--- src/hw/rtl/color_opponency_core_assert.svh ---
// Assertion macros used by the colour opponency top level.
`ifndef COLOR_OPPONENCY_CORE_ASSERT_SVH
`define COLOR_OPPONENCY_CORE_ASSERT_SVH

// Same-cycle implication, checked on every rising clock edge outside reset.
`define COC_ASSERT_NOW(lbl, ante, cons, msg) \
  lbl: assert property (@(posedge clk_i) disable iff (!rst_ni) (ante) |-> (cons)) \
    else $error(msg);

// Next-cycle implication, checked on every rising clock edge outside reset.
`define COC_ASSERT_NEXT(lbl, ante, cons, msg) \
  lbl: assert property (@(posedge clk_i) disable iff (!rst_ni) (ante) |=> (cons)) \
    else $error(msg);

`endif

--- src/hw/rtl/coc_pkg.sv ---
// Package with the shared types and constants of the colour opponency block.
package coc_pkg;

  localparam int unsigned FRAC_BITS_DEF = 14;
  localparam int unsigned PIX_W         = 8;
  localparam int unsigned OUT_W         = 16;
  localparam int          OUT_MAX       = 32767;
  localparam int          OUT_MIN       = -32768;
  localparam logic [PIX_W-1:0] DARK_THRESHOLD_RST = 8'd26;

  // Data carried along the divider chain alongside the quotient bits.
  typedef struct packed {
    logic [PIX_W:0]   rem_rg;
    logic [PIX_W:0]   rem_by;
    logic [PIX_W-1:0] den;
    logic             neg_rg;
    logic             neg_by;
    logic             last;
  } coc_div_t;

endpackage

--- src/hw/rtl/coc_front.sv ---
// Input stage: brightest channel, dark test, signed differences and their magnitudes.
module coc_front (
  input  logic                        clk_i,
  input  logic                        rst_ni,
  input  logic                        valid_i,
  output logic                        ready_o,
  input  logic [coc_pkg::PIX_W-1:0]   red_i,
  input  logic [coc_pkg::PIX_W-1:0]   green_i,
  input  logic [coc_pkg::PIX_W-1:0]   blue_i,
  input  logic                        last_in_i,
  input  logic [coc_pkg::PIX_W-1:0]   dark_threshold_i,
  output logic                        valid_o,
  input  logic                        ready_i,
  output coc_pkg::coc_div_t           data_o
);
  import coc_pkg::*;

  logic             valid_q;
  coc_div_t         data_q;
  coc_div_t         data_d;
  logic [PIX_W-1:0] mx_rg;
  logic [PIX_W-1:0] mn_rg;
  logic [PIX_W-1:0] mx;
  logic [PIX_W-1:0] mag_rg;
  logic [PIX_W-1:0] mag_by;
  logic             dark;

  always_comb begin
    mx_rg  = (red_i > green_i) ? red_i : green_i;
    mn_rg  = (red_i < green_i) ? red_i : green_i;
    mx     = (blue_i > mx_rg) ? blue_i : mx_rg;
    dark   = (mx == '0) || (mx < dark_threshold_i);
    data_d.neg_rg = red_i < green_i;
    data_d.neg_by = blue_i < mn_rg;
    mag_rg = data_d.neg_rg ? (green_i - red_i) : (red_i - green_i);
    mag_by = data_d.neg_by ? (mn_rg - blue_i) : (blue_i - mn_rg);
    data_d.last = last_in_i;
    if (dark) begin
      data_d.rem_rg = '0;
      data_d.rem_by = '0;
      data_d.den    = PIX_W'(1);
    end else begin
      data_d.rem_rg = {1'b0, mag_rg};
      data_d.rem_by = {1'b0, mag_by};
      data_d.den    = mx;
    end
  end

  assign ready_o = !valid_q || ready_i;

  always_ff @(posedge clk_i or negedge rst_ni) begin
    if (!rst_ni) begin
      valid_q <= 1'b0;
    end else if (ready_o) begin
      valid_q <= valid_i;
    end
  end

  always_ff @(posedge clk_i) begin
    if (valid_i && ready_o) begin
      data_q <= data_d;
    end
  end

  assign valid_o = valid_q;
  assign data_o  = data_q;

endmodule

--- src/hw/rtl/coc_cell.sv ---
// Divider cell: one restoring step per lane, producing one quotient bit each.
module coc_cell #(
  parameter int unsigned QW = coc_pkg::FRAC_BITS_DEF + 1
) (
  input  logic              clk_i,
  input  logic              rst_ni,
  input  logic              valid_i,
  output logic              ready_o,
  input  coc_pkg::coc_div_t data_i,
  input  logic [QW-1:0]     q_rg_i,
  input  logic [QW-1:0]     q_by_i,
  output logic              valid_o,
  input  logic              ready_i,
  output coc_pkg::coc_div_t data_o,
  output logic [QW-1:0]     q_rg_o,
  output logic [QW-1:0]     q_by_o
);
  import coc_pkg::*;

  logic             valid_q;
  coc_div_t         data_q;
  coc_div_t         data_d;
  logic [QW-1:0]    q_rg_q;
  logic [QW-1:0]    q_by_q;
  logic [QW-1:0]    q_rg_d;
  logic [QW-1:0]    q_by_d;
  logic [PIX_W:0]   den_ext;
  logic [PIX_W:0]   sub_rg;
  logic [PIX_W:0]   sub_by;
  logic             ge_rg;
  logic             ge_by;
  logic [PIX_W-1:0] rest_rg;
  logic [PIX_W-1:0] rest_by;

  always_comb begin
    den_ext = {1'b0, data_i.den};
    ge_rg   = data_i.rem_rg >= den_ext;
    ge_by   = data_i.rem_by >= den_ext;
    sub_rg  = data_i.rem_rg - den_ext;
    sub_by  = data_i.rem_by - den_ext;
    rest_rg = ge_rg ? sub_rg[PIX_W-1:0] : data_i.rem_rg[PIX_W-1:0];
    rest_by = ge_by ? sub_by[PIX_W-1:0] : data_i.rem_by[PIX_W-1:0];
    data_d        = data_i;
    data_d.rem_rg = {rest_rg, 1'b0};
    data_d.rem_by = {rest_by, 1'b0};
    q_rg_d        = {q_rg_i[QW-2:0], ge_rg};
    q_by_d        = {q_by_i[QW-2:0], ge_by};
  end

  assign ready_o = !valid_q || ready_i;

  always_ff @(posedge clk_i or negedge rst_ni) begin
    if (!rst_ni) begin
      valid_q <= 1'b0;
    end else if (ready_o) begin
      valid_q <= valid_i;
    end
  end

  always_ff @(posedge clk_i) begin
    if (valid_i && ready_o) begin
      data_q <= data_d;
      q_rg_q <= q_rg_d;
      q_by_q <= q_by_d;
    end
  end

  assign valid_o = valid_q;
  assign data_o  = data_q;
  assign q_rg_o  = q_rg_q;
  assign q_by_o  = q_by_q;

endmodule

--- src/hw/rtl/color_opponency_core.sv ---
// Top level of the colour opponency block: input stage, divider chain and output register.
//
// One RGB pixel (8-bit channels plus a last flag) is taken per transfer on the input
// channel (valid_i, stall_o) and gives one transfer on the output channel (valid_o,
// stall_i) carrying red_green_o, blue_yellow_o and last_out_o in the same order.
// Results are signed fixed point with FRAC_BITS fraction bits, truncated toward zero
// and saturated to 16 bits; a pixel whose brightest channel is below the dark
// threshold, or is zero, gives zero on both results.
// The dark threshold is written through cfg_valid_i/cfg_data_i; cfg_ready_o is always
// high and the write must only happen while the block holds no pixel.
// The path from input transfer to output valid runs through one input stage, a chain of
// FRAC_BITS + 1 divider cells each resolving one quotient bit of both results, and the
// output register. One pixel is accepted every cycle while stall_o is low.
// Reset empties every stage and sets the dark threshold to 26.
// When the receiver stalls, the output holds and the chain fills; stall_o rises only
// once every stage holds a pixel, and drops in the cycle the output is taken.
module color_opponency_core #(
  parameter int unsigned FRAC_BITS = coc_pkg::FRAC_BITS_DEF
) (
  input  logic                      clk_i,
  input  logic                      rst_ni,
  input  logic                      valid_i,
  output logic                      stall_o,
  input  logic [coc_pkg::PIX_W-1:0] red_i,
  input  logic [coc_pkg::PIX_W-1:0] green_i,
  input  logic [coc_pkg::PIX_W-1:0] blue_i,
  input  logic                      last_in_i,
  output logic                      valid_o,
  input  logic                      stall_i,
  output logic [coc_pkg::OUT_W-1:0] red_green_o,
  output logic [coc_pkg::OUT_W-1:0] blue_yellow_o,
  output logic                      last_out_o,
  input  logic                      cfg_valid_i,
  output logic                      cfg_ready_o,
  input  logic [coc_pkg::PIX_W-1:0] cfg_data_i
);
  import coc_pkg::*;

  localparam int unsigned QW      = FRAC_BITS + 1;
  localparam int unsigned SW      = QW + 1;
  localparam int unsigned EW      = (SW > OUT_W) ? SW : OUT_W;
  localparam int          OUT_LIM = (FRAC_BITS >= 15) ? OUT_MAX + 1 : (1 << FRAC_BITS);

  logic [PIX_W-1:0] dark_threshold_q;

  logic             chain_valid [QW+1];
  logic             chain_ready [QW+2];
  coc_div_t         chain_data  [QW+1];
  logic [QW-1:0]    chain_q_rg  [QW+1];
  logic [QW-1:0]    chain_q_by  [QW+1];

  logic                     out_ready;
  logic                     out_valid_q;
  logic [OUT_W-1:0]         red_green_q;
  logic [OUT_W-1:0]         blue_yellow_q;
  logic                     last_q;
  logic [OUT_W-1:0]         red_green_d;
  logic [OUT_W-1:0]         blue_yellow_d;
  logic signed [EW-1:0]     val_rg;
  logic signed [EW-1:0]     val_by;

  assign cfg_ready_o = 1'b1;

  always_ff @(posedge clk_i or negedge rst_ni) begin
    if (!rst_ni) begin
      dark_threshold_q <= DARK_THRESHOLD_RST;
    end else if (cfg_valid_i && cfg_ready_o) begin
      dark_threshold_q <= cfg_data_i;
    end
  end

  coc_front u_front (
    .clk_i            (clk_i),
    .rst_ni           (rst_ni),
    .valid_i          (valid_i),
    .ready_o          (chain_ready[0]),
    .red_i            (red_i),
    .green_i          (green_i),
    .blue_i           (blue_i),
    .last_in_i        (last_in_i),
    .dark_threshold_i (dark_threshold_q),
    .valid_o          (chain_valid[0]),
    .ready_i          (chain_ready[1]),
    .data_o           (chain_data[0])
  );

  assign stall_o          = !chain_ready[0];
  assign chain_q_rg[0]    = '0;
  assign chain_q_by[0]    = '0;
  assign chain_ready[QW+1] = out_ready;

  for (genvar i = 0; i < QW; i++) begin : g_cell
    coc_cell #(
      .QW (QW)
    ) u_cell (
      .clk_i   (clk_i),
      .rst_ni  (rst_ni),
      .valid_i (chain_valid[i]),
      .ready_o (chain_ready[i+1]),
      .data_i  (chain_data[i]),
      .q_rg_i  (chain_q_rg[i]),
      .q_by_i  (chain_q_by[i]),
      .valid_o (chain_valid[i+1]),
      .ready_i (chain_ready[i+2]),
      .data_o  (chain_data[i+1]),
      .q_rg_o  (chain_q_rg[i+1]),
      .q_by_o  (chain_q_by[i+1])
    );
  end

  always_comb begin
    val_rg = chain_data[QW].neg_rg ? -EW'(chain_q_rg[QW]) : EW'(chain_q_rg[QW]);
    val_by = chain_data[QW].neg_by ? -EW'(chain_q_by[QW]) : EW'(chain_q_by[QW]);
  end

  if (EW > OUT_W) begin : g_sat
    localparam logic signed [EW-1:0] SAT_HI = EW'(OUT_MAX);
    localparam logic signed [EW-1:0] SAT_LO = EW'(OUT_MIN);
    always_comb begin
      priority if (val_rg > SAT_HI) begin
        red_green_d = OUT_W'(OUT_MAX);
      end else if (val_rg < SAT_LO) begin
        red_green_d = OUT_W'(OUT_MIN);
      end else begin
        red_green_d = val_rg[OUT_W-1:0];
      end
      priority if (val_by > SAT_HI) begin
        blue_yellow_d = OUT_W'(OUT_MAX);
      end else if (val_by < SAT_LO) begin
        blue_yellow_d = OUT_W'(OUT_MIN);
      end else begin
        blue_yellow_d = val_by[OUT_W-1:0];
      end
    end
  end else begin : g_nosat
    assign red_green_d   = val_rg[OUT_W-1:0];
    assign blue_yellow_d = val_by[OUT_W-1:0];
  end

  assign out_ready = !out_valid_q || !stall_i;

  always_ff @(posedge clk_i or negedge rst_ni) begin
    if (!rst_ni) begin
      out_valid_q <= 1'b0;
    end else if (out_ready) begin
      out_valid_q <= chain_valid[QW];
    end
  end

  always_ff @(posedge clk_i) begin
    if (chain_valid[QW] && out_ready) begin
      red_green_q   <= red_green_d;
      blue_yellow_q <= blue_yellow_d;
      last_q        <= chain_data[QW].last;
    end
  end

  assign valid_o       = out_valid_q;
  assign red_green_o   = red_green_q;
  assign blue_yellow_o = blue_yellow_q;
  assign last_out_o    = last_q;

`include "color_opponency_core_assert.svh"

  `COC_ASSERT_NOW(a_stall_only_when_full, stall_o, valid_o && stall_i, "input stalled while output free")
  `COC_ASSERT_NOW(a_rg_bound, valid_o, ($signed(red_green_o) <= OUT_LIM) && ($signed(red_green_o) >= -OUT_LIM), "red_green out of range")
  `COC_ASSERT_NOW(a_by_bound, valid_o, ($signed(blue_yellow_o) <= OUT_LIM) && ($signed(blue_yellow_o) >= -OUT_LIM), "blue_yellow out of range")
  `COC_ASSERT_NEXT(a_out_fill, !valid_o && chain_valid[QW], valid_o, "finished pixel not moved to output")

endmodule

--- config.mk ---
export PLATFORM = sky130hd
export DESIGN_NAME = color_opponency_core
export DESIGN_NICKNAME = d
export VERILOG_FILES = /design/src/hw/rtl/coc_pkg.sv /design/src/hw/rtl/coc_front.sv /design/src/hw/rtl/coc_cell.sv /design/src/hw/rtl/color_opponency_core.sv
export VERILOG_INCLUDE_DIRS = /design/src /design/src/hw/rtl
export SDC_FILE = /design/constraint.sdc
export NUM_CORES = 1
export LEC_CHECK = 0
export BUFFER_PORTS_ARGS = -buffer_cell sky130_fd_sc_hd__buf_4
export CORE_UTILIZATION = 45
export DETAILED_ROUTE_END_ITERATION = 7
export GPL_ROUTABILITY_DRIVEN = 0
export GPL_TIMING_DRIVEN = 0
export PLACE_DENSITY_LB_ADDON = 0.3
export SYNTH_ARGS = -nofsm -noshare
export SYNTH_HDL_FRONTEND = slang
export SYNTH_SLANG_ARGS = --single-unit
--- constraint.sdc ---
create_clock -name clk_i -period 8.95 [get_ports clk_i]
set_clock_uncertainty 0.15 [all_clocks]
set_input_delay 0.895 -clock clk_i [delete_from_list [all_inputs] [get_ports clk_i]]
set_output_delay 0.895 -clock clk_i [all_outputs]
set_load 0.05 [all_outputs]
Word level (Yosys, flattened, before mapping)

Index checks and enable logic that the tools add are counted.

Flip-flop bits (word level): 706
Bits in latches: 0
Memory bits (writable): 0
Bits in read-only memories: 0
Input port bits: 38
Output and inout bits: 36
Word-level logic and storage cells: 331
Memories: 0

$add $sub $neg: 34
$mul: 0
Divide/modulo/power cells: 0
Magnitude comparators: 35
Equality and inequality tests: 0
Shifts and indexed selects: 0
Mux-type cells: 35
Bitwise operators: 0
Reduce and logical (&&, ||, !) cells: 55

Operators by type and width:

| cell                         | number |
|---|---|
| 2-to-1 mux 8 bit             | 33 |
| subtractor 8 bit             | 32 |
| >= comparator 9 x 8 -> 1 bit | 28 |
| negator 15 -> 16 bit         | 2 |
| 2-to-1 mux 15 bit            | 2 |
| less-than comparator 8 bit   | 3 |
| zero test 1 bit              | 19 |
| logical OR 1 bit             | 18 |
| logical AND 1 bit            | 17 |
| >= comparator 8 bit          | 2 |
| > comparator 8 bit           | 2 |
| zero test 8 bit              | 1 |

Depth between registers and ports, before layout

Word-level depth: 19
Depth in mapped cells: 28
Gate-level depth less buffers: 24

Hierarchy

From an unflattened synthesis, not the netlist that was laid out.

Cell total of the unflattened synthesis: 3308
Area, all modules: 47185.3 um^2

By module, submodules not included:

| module                           | instances | cells an instance | area an instance (um^2) | seq. area each (um^2) |
|---|---|---|---|---|
| coc_cell at g_cell[0].u_cell ... | 14        | 188               | 2816.5                  | 1736.7 |
| coc_front                        | 1         | 343               | 3022.9                  | 835.8 |
| coc_cell at g_cell[5].u_cell     | 1         | 193               | 2768.9                  | 1736.7 |
| color_opponency_core             | 1         | 140               | 1963.1                  | 1219.9 |

Worst setup path before layout

Ideal clock, no wire load.

Kind: input -> register
Start point: in red_i[2] (netlist name)
End point: reg u_front.data_q (netlist bit u_front.data_o[5]), data pin
Library setup time: 272 ps
Arrival time: 5471 ps
Data required time: 8528 ps
Slack: 3057 ps
Stages: 26
Buffers on the path: 4
Path through: inv_1 > ha_1 > and3b_1 > o21a_2 > o22ai_1 > clkbuf_1 > mux2i_1 > ha_1 > nand2_1 > o21a_1 > a32oi_1 > a21oi_1 > a311o_1 > buf_6 > clkbuf_1 > nor2_1 > a21oi_1 > ha_1 > a21oi_1 > nor2b_1 > o21ai_0 > nand2b_1 > a311oi_1 > o31a_1 > buf_6 > nor3b_2

Word-level cells in the longest chain between the ends: 6
Elaborated cells on any way between the ends: 7
Classes of those cells: 3 x order compare; 2 x mux; 2 x reduce/logical

RTL lines:

| item                                                          | RTL line                   | text |
|---|---|---|
| start, declared                                               | color_opponency_core.sv:24 | `input logic [coc_pkg::PIX_W-1:0] red_i,` |
| > comparator 8 bit                                            | coc_front.sv:29            | `mx_rg = (red_i > green_i) ? red_i : green_i;` |
| 2-to-1 mux 8 bit *                                            | coc_front.sv:29            |  |
| > comparator 8 bit                                            | coc_front.sv:31            | `mx = (blue_i > mx_rg) ? blue_i : mx_rg;` |
| 2-to-1 mux 8 bit *                                            | coc_front.sv:31            |  |
| named net u_front.mx[5]                                       | coc_front.sv:23            | `logic [PIX_W-1:0] mx;` |
| less-than comparator 8 bit or zero test 8 bit (tied branches) | coc_front.sv:32            | `dark = (mx == '0) \|\| (mx < dark_threshold_i);` |
| logical OR 1 bit *                                            | coc_front.sv:32            |  |
| end signal, assigned                                          | coc_front.sv:61            | `data_q <= data_d;` |
| end, declared                                                 | coc_front.sv:19            | `coc_div_t data_q;` |

The timed path passes the listed nets; every way through them passes the cells marked *.
A chain may end at the register's enable or synchronous reset.

Worst setup path after layout

Start point: in red_i[0] (netlist name)
End point: reg u_front.data_q (netlist bit u_front.data_o[20]), data pin

Same word-level chain as after synthesis.

==> flow_summary.toml <==
[outcome]
outcome = "finished clean"

[sta]
tightest_slew_ns = 0.9939
slew_violations = 0
rsz0062_at_grt = "false"
fmax_mhz = 140.5
setup_violations = 0
hold_slack_ns = 0.2539
fin_crit_sh_pct = 79.53
relSlewSlack_pct = 33.74
fin_crit_ns = 7.118
setup_tns_ns = 0
hold_viol = 0

[routing]
vias = 21310
finalWirelength_um = 68740
drt_iter0_drc = 1124
drt-vias-per-instance = 5.288
first_pass_iters = 5
highest_layer = "met4"
wl_met3_um = 2970
ant_nets = 0
wl_met1_um = 28840
wl_per_cell_um = 17.06
wl_met2_um = 34700
drc_errors = 0

[floorplan]
die_w_um = 284.7
die_h_um = 284.7
coreArea_um2 = 79000
die_area_um2 = 81070
initial_core_util_pct = 45.53
boundaryPins = 74
rows = 103

[worst_setup_path]
worst_path_largest_cell_delay_ns = 0.71
reg2reg_from = "g_cell[2].u_cell.data_o[4]"
critPathKind = "input port to flop"
cp-end-kind = "flop"
crit_arrival_ns = 7.34
cp-startpoint = "red_i[0]"
crit_family = "compound AO/OA/AOI/OAI gates"
cpMostUsedCell = "a21oi_1"
critPathLaunchType = "input port"
cp_max_fo = 10
worstPathRequired_ns = 9.18
slowest_stage = "o221ai_1"
crit_buf_inv = 6

[clock_tree]
clk_pin_slew_ns = 0.07
htreeDepth = 3
cts_buffers = 76
root_buffer = "clkbuf_16"
clockBufferDepth = 3
post_cts_resized = 0
numClockSinks = 706
holdBufCountCts = 1
tritoncts = "yes"
clk_latency_ns = 0.63
postCtsSetupRepairBufs = 0

[place]
dp.cells = 3891
io_buffer_count = 72
hpwl_um = 52710

[yosys]
synth_nets = 3110
synth_cells = 2757
synth_edf_count = 681
ys_ff_latch = 706
async_reset_ff_share_pct = 3.541
seq_area_frac_synth_pct = 58.60
ys_types = 62
synth-main-ff-cell = "edfxtp_1"
synth.avg_cell_area_um2 = 13.05
ys.warnings.count = 0
synth_area_um2 = 35970

[grt]
antenna_found_initial = 0
grt_first_pass_wirelength_um = 110700
grt_max_degree = 44
first_global_vias = 22030
grtUsageTotal_pct = 16.94
grt_overflow = 0

[job]
maxCapViolations = 0

[worst_hold_path]
hold_path.class = "flop to flop"
min-delay-start = "g_cell[3].u_cell.q_by_o[2]"

[layout]
final_cells = 4030
final_cell_mix = "edfxtp_1 (681), ha_1 (283), inv_1 (282)"
area_growth_pct = 13.30
nets = 3273
drive_gt1_share_pct = 13.96
antenna_cells = 0
final_common_cell = "edfxtp_1"

[pwr]
power_per_cell_area_nw_per_um2 = 355.2
vdd_ir_drop_max_mv = 0.1756
p_total_mw = 14.48
p_leak_nw = 15.77
[final cells by class]
type,count,area (um2)
timing repair buffer,85,790.8
clock buffer,97,2011
tap,1050,1314
fill,6510,38240
multi-input combinational,1750,13830
clock inverter,41,574.3
buffer,18,96.34
inverter,283,1062
sequential,706,21080
[where the power goes]
part	switching, mW	internal (mW)	leakage, nW
Clock	1.31	1.88	1.24
Sequential	0.490	5.17	6.91
Combinational	3.11	2.52	7.63
[layer usage]
metal  up-vias  GRT usage [%]
met2       450          30.13
met3       177          2.936
li1      10370              -
met1     10310          20.55
met5         -              0
met4         0          6.156
[through the flow]
stage	utilization, %	setup slack [ns]	instance area (um2)
3_3_place_gp	47.88	1.630	37830
6_report	51.59	1.832	40760
2_1_floorplan	-	3.057	35970
3_5_place_dp	48.30	1.416	38160
5_1_grt	51.59	1.501	40760
4_1_cts	51.59	2.104	40760
[cell usage after synthesis (4+ instances only)]
| cell | count | area share [%] |
|---|---|---|
| nor2b_1 | 67 | 1.2 |
| ha_1 | 283 | 9.8 |
| and2_1 | 11 | 0.19 |
| mux2_2 | 139 | 4.4 |
| nand3_1 | 40 | 0.56 |
| mux2i_1 | 33 | 0.92 |
| xor2_1 | 41 | 1.0 |
| and3_1 | 4 | 0.070 |
| a211oi_2 | 26 | 0.90 |
| nor4_1 | 35 | 0.61 |
| edfxtp_1 | 681 | 57 |
| a21boi_0 | 57 | 1.2 |
| nand2b_1 | 38 | 0.66 |
| a21oi_1 | 104 | 1.4 |
| o21a_1 | 70 | 1.5 |
| inv_1 | 282 | 2.9 |
| nand2_1 | 102 | 1.1 |
| nor2_1 | 216 | 2.3 |
| o31ai_1 | 11 | 0.23 |
| nor3_1 | 32 | 0.45 |
| o31a_1 | 4 | 0.097 |
| nor3b_2 | 6 | 0.21 |
| o211ai_1 | 4 | 0.083 |
| or2_2 | 7 | 0.12 |
| nand4_1 | 32 | 0.56 |
| nor3_2 | 14 | 0.39 |
| xnor2_1 | 111 | 2.7 |
| dfrtp_1 | 22 | 1.5 |
| o21ai_0 | 150 | 2.1 |
| a21o_1 | 39 | 0.81 |
| or3_1 | 8 | 0.14 |
| fa_1 | 32 | 1.8 |
| clkbuf_1 | 12 | 0.13 |
[worst register-to-register path, cell delays in order, from the launching register on]
cell      delay, ns
edfxtp_1       0.47
inv_1          0.10
ha_1           0.32
nor2b_1        0.13
o21ai_0        0.35
a21boi_0       0.21
o21a_1         0.22
o21ai_0        0.26
a21oi_1        0.13
a211oi_2       0.67
mux2_2         0.42
[flip-flops by register name (all words and copies together) (netlist names)]
register               cells
last_out_o                 1
u_front.data_o            27
g_cell.u_cell.data_o     381
blue_yellow_o             16
red_green_o               16
valid_o                    1
u_front.valid_o            1
g_cell.u_cell.q_by_o     120
g_cell.u_cell.valid_o     15
dark_threshold_q           8
g_cell.u_cell.q_rg_o     120
[worst paths after layout]
path	slack (ns)	endpoint	cells after the start
setup reg to reg	5.24	g_cell[3].u_cell.data_o[14]	10
min in group asynchronous	0.57	dark_threshold_q[0]	2
max in group asynchronous	7.78	dark_threshold_q[4]	2
hold reg to reg	0.25	g_cell[4].u_cell.q_by_o[3]	0
hold / removal	0.25	g_cell[4].u_cell.q_by_o[3]	0
setup / recovery	1.83	u_front.data_o[20]	27
[cell families (layout without fill, tap and decap cells)]
group / count (synthesis) / in the layout / synth area share, %
flops: 706 / 706 / 58.60
simple gates: 621 / 621 / 8.682
compound gates: 489 / 489 / 8.894
fa+ha+maj: 315 / 315 / 11.62
buf+inv: 301 / 524 / 3.221
mux: 172 / 172 / 5.270
xor+xnor: 152 / 152 / 3.701
other cells: 1 / 1 / 0.01042
Power figures use the tool's default switching activity.
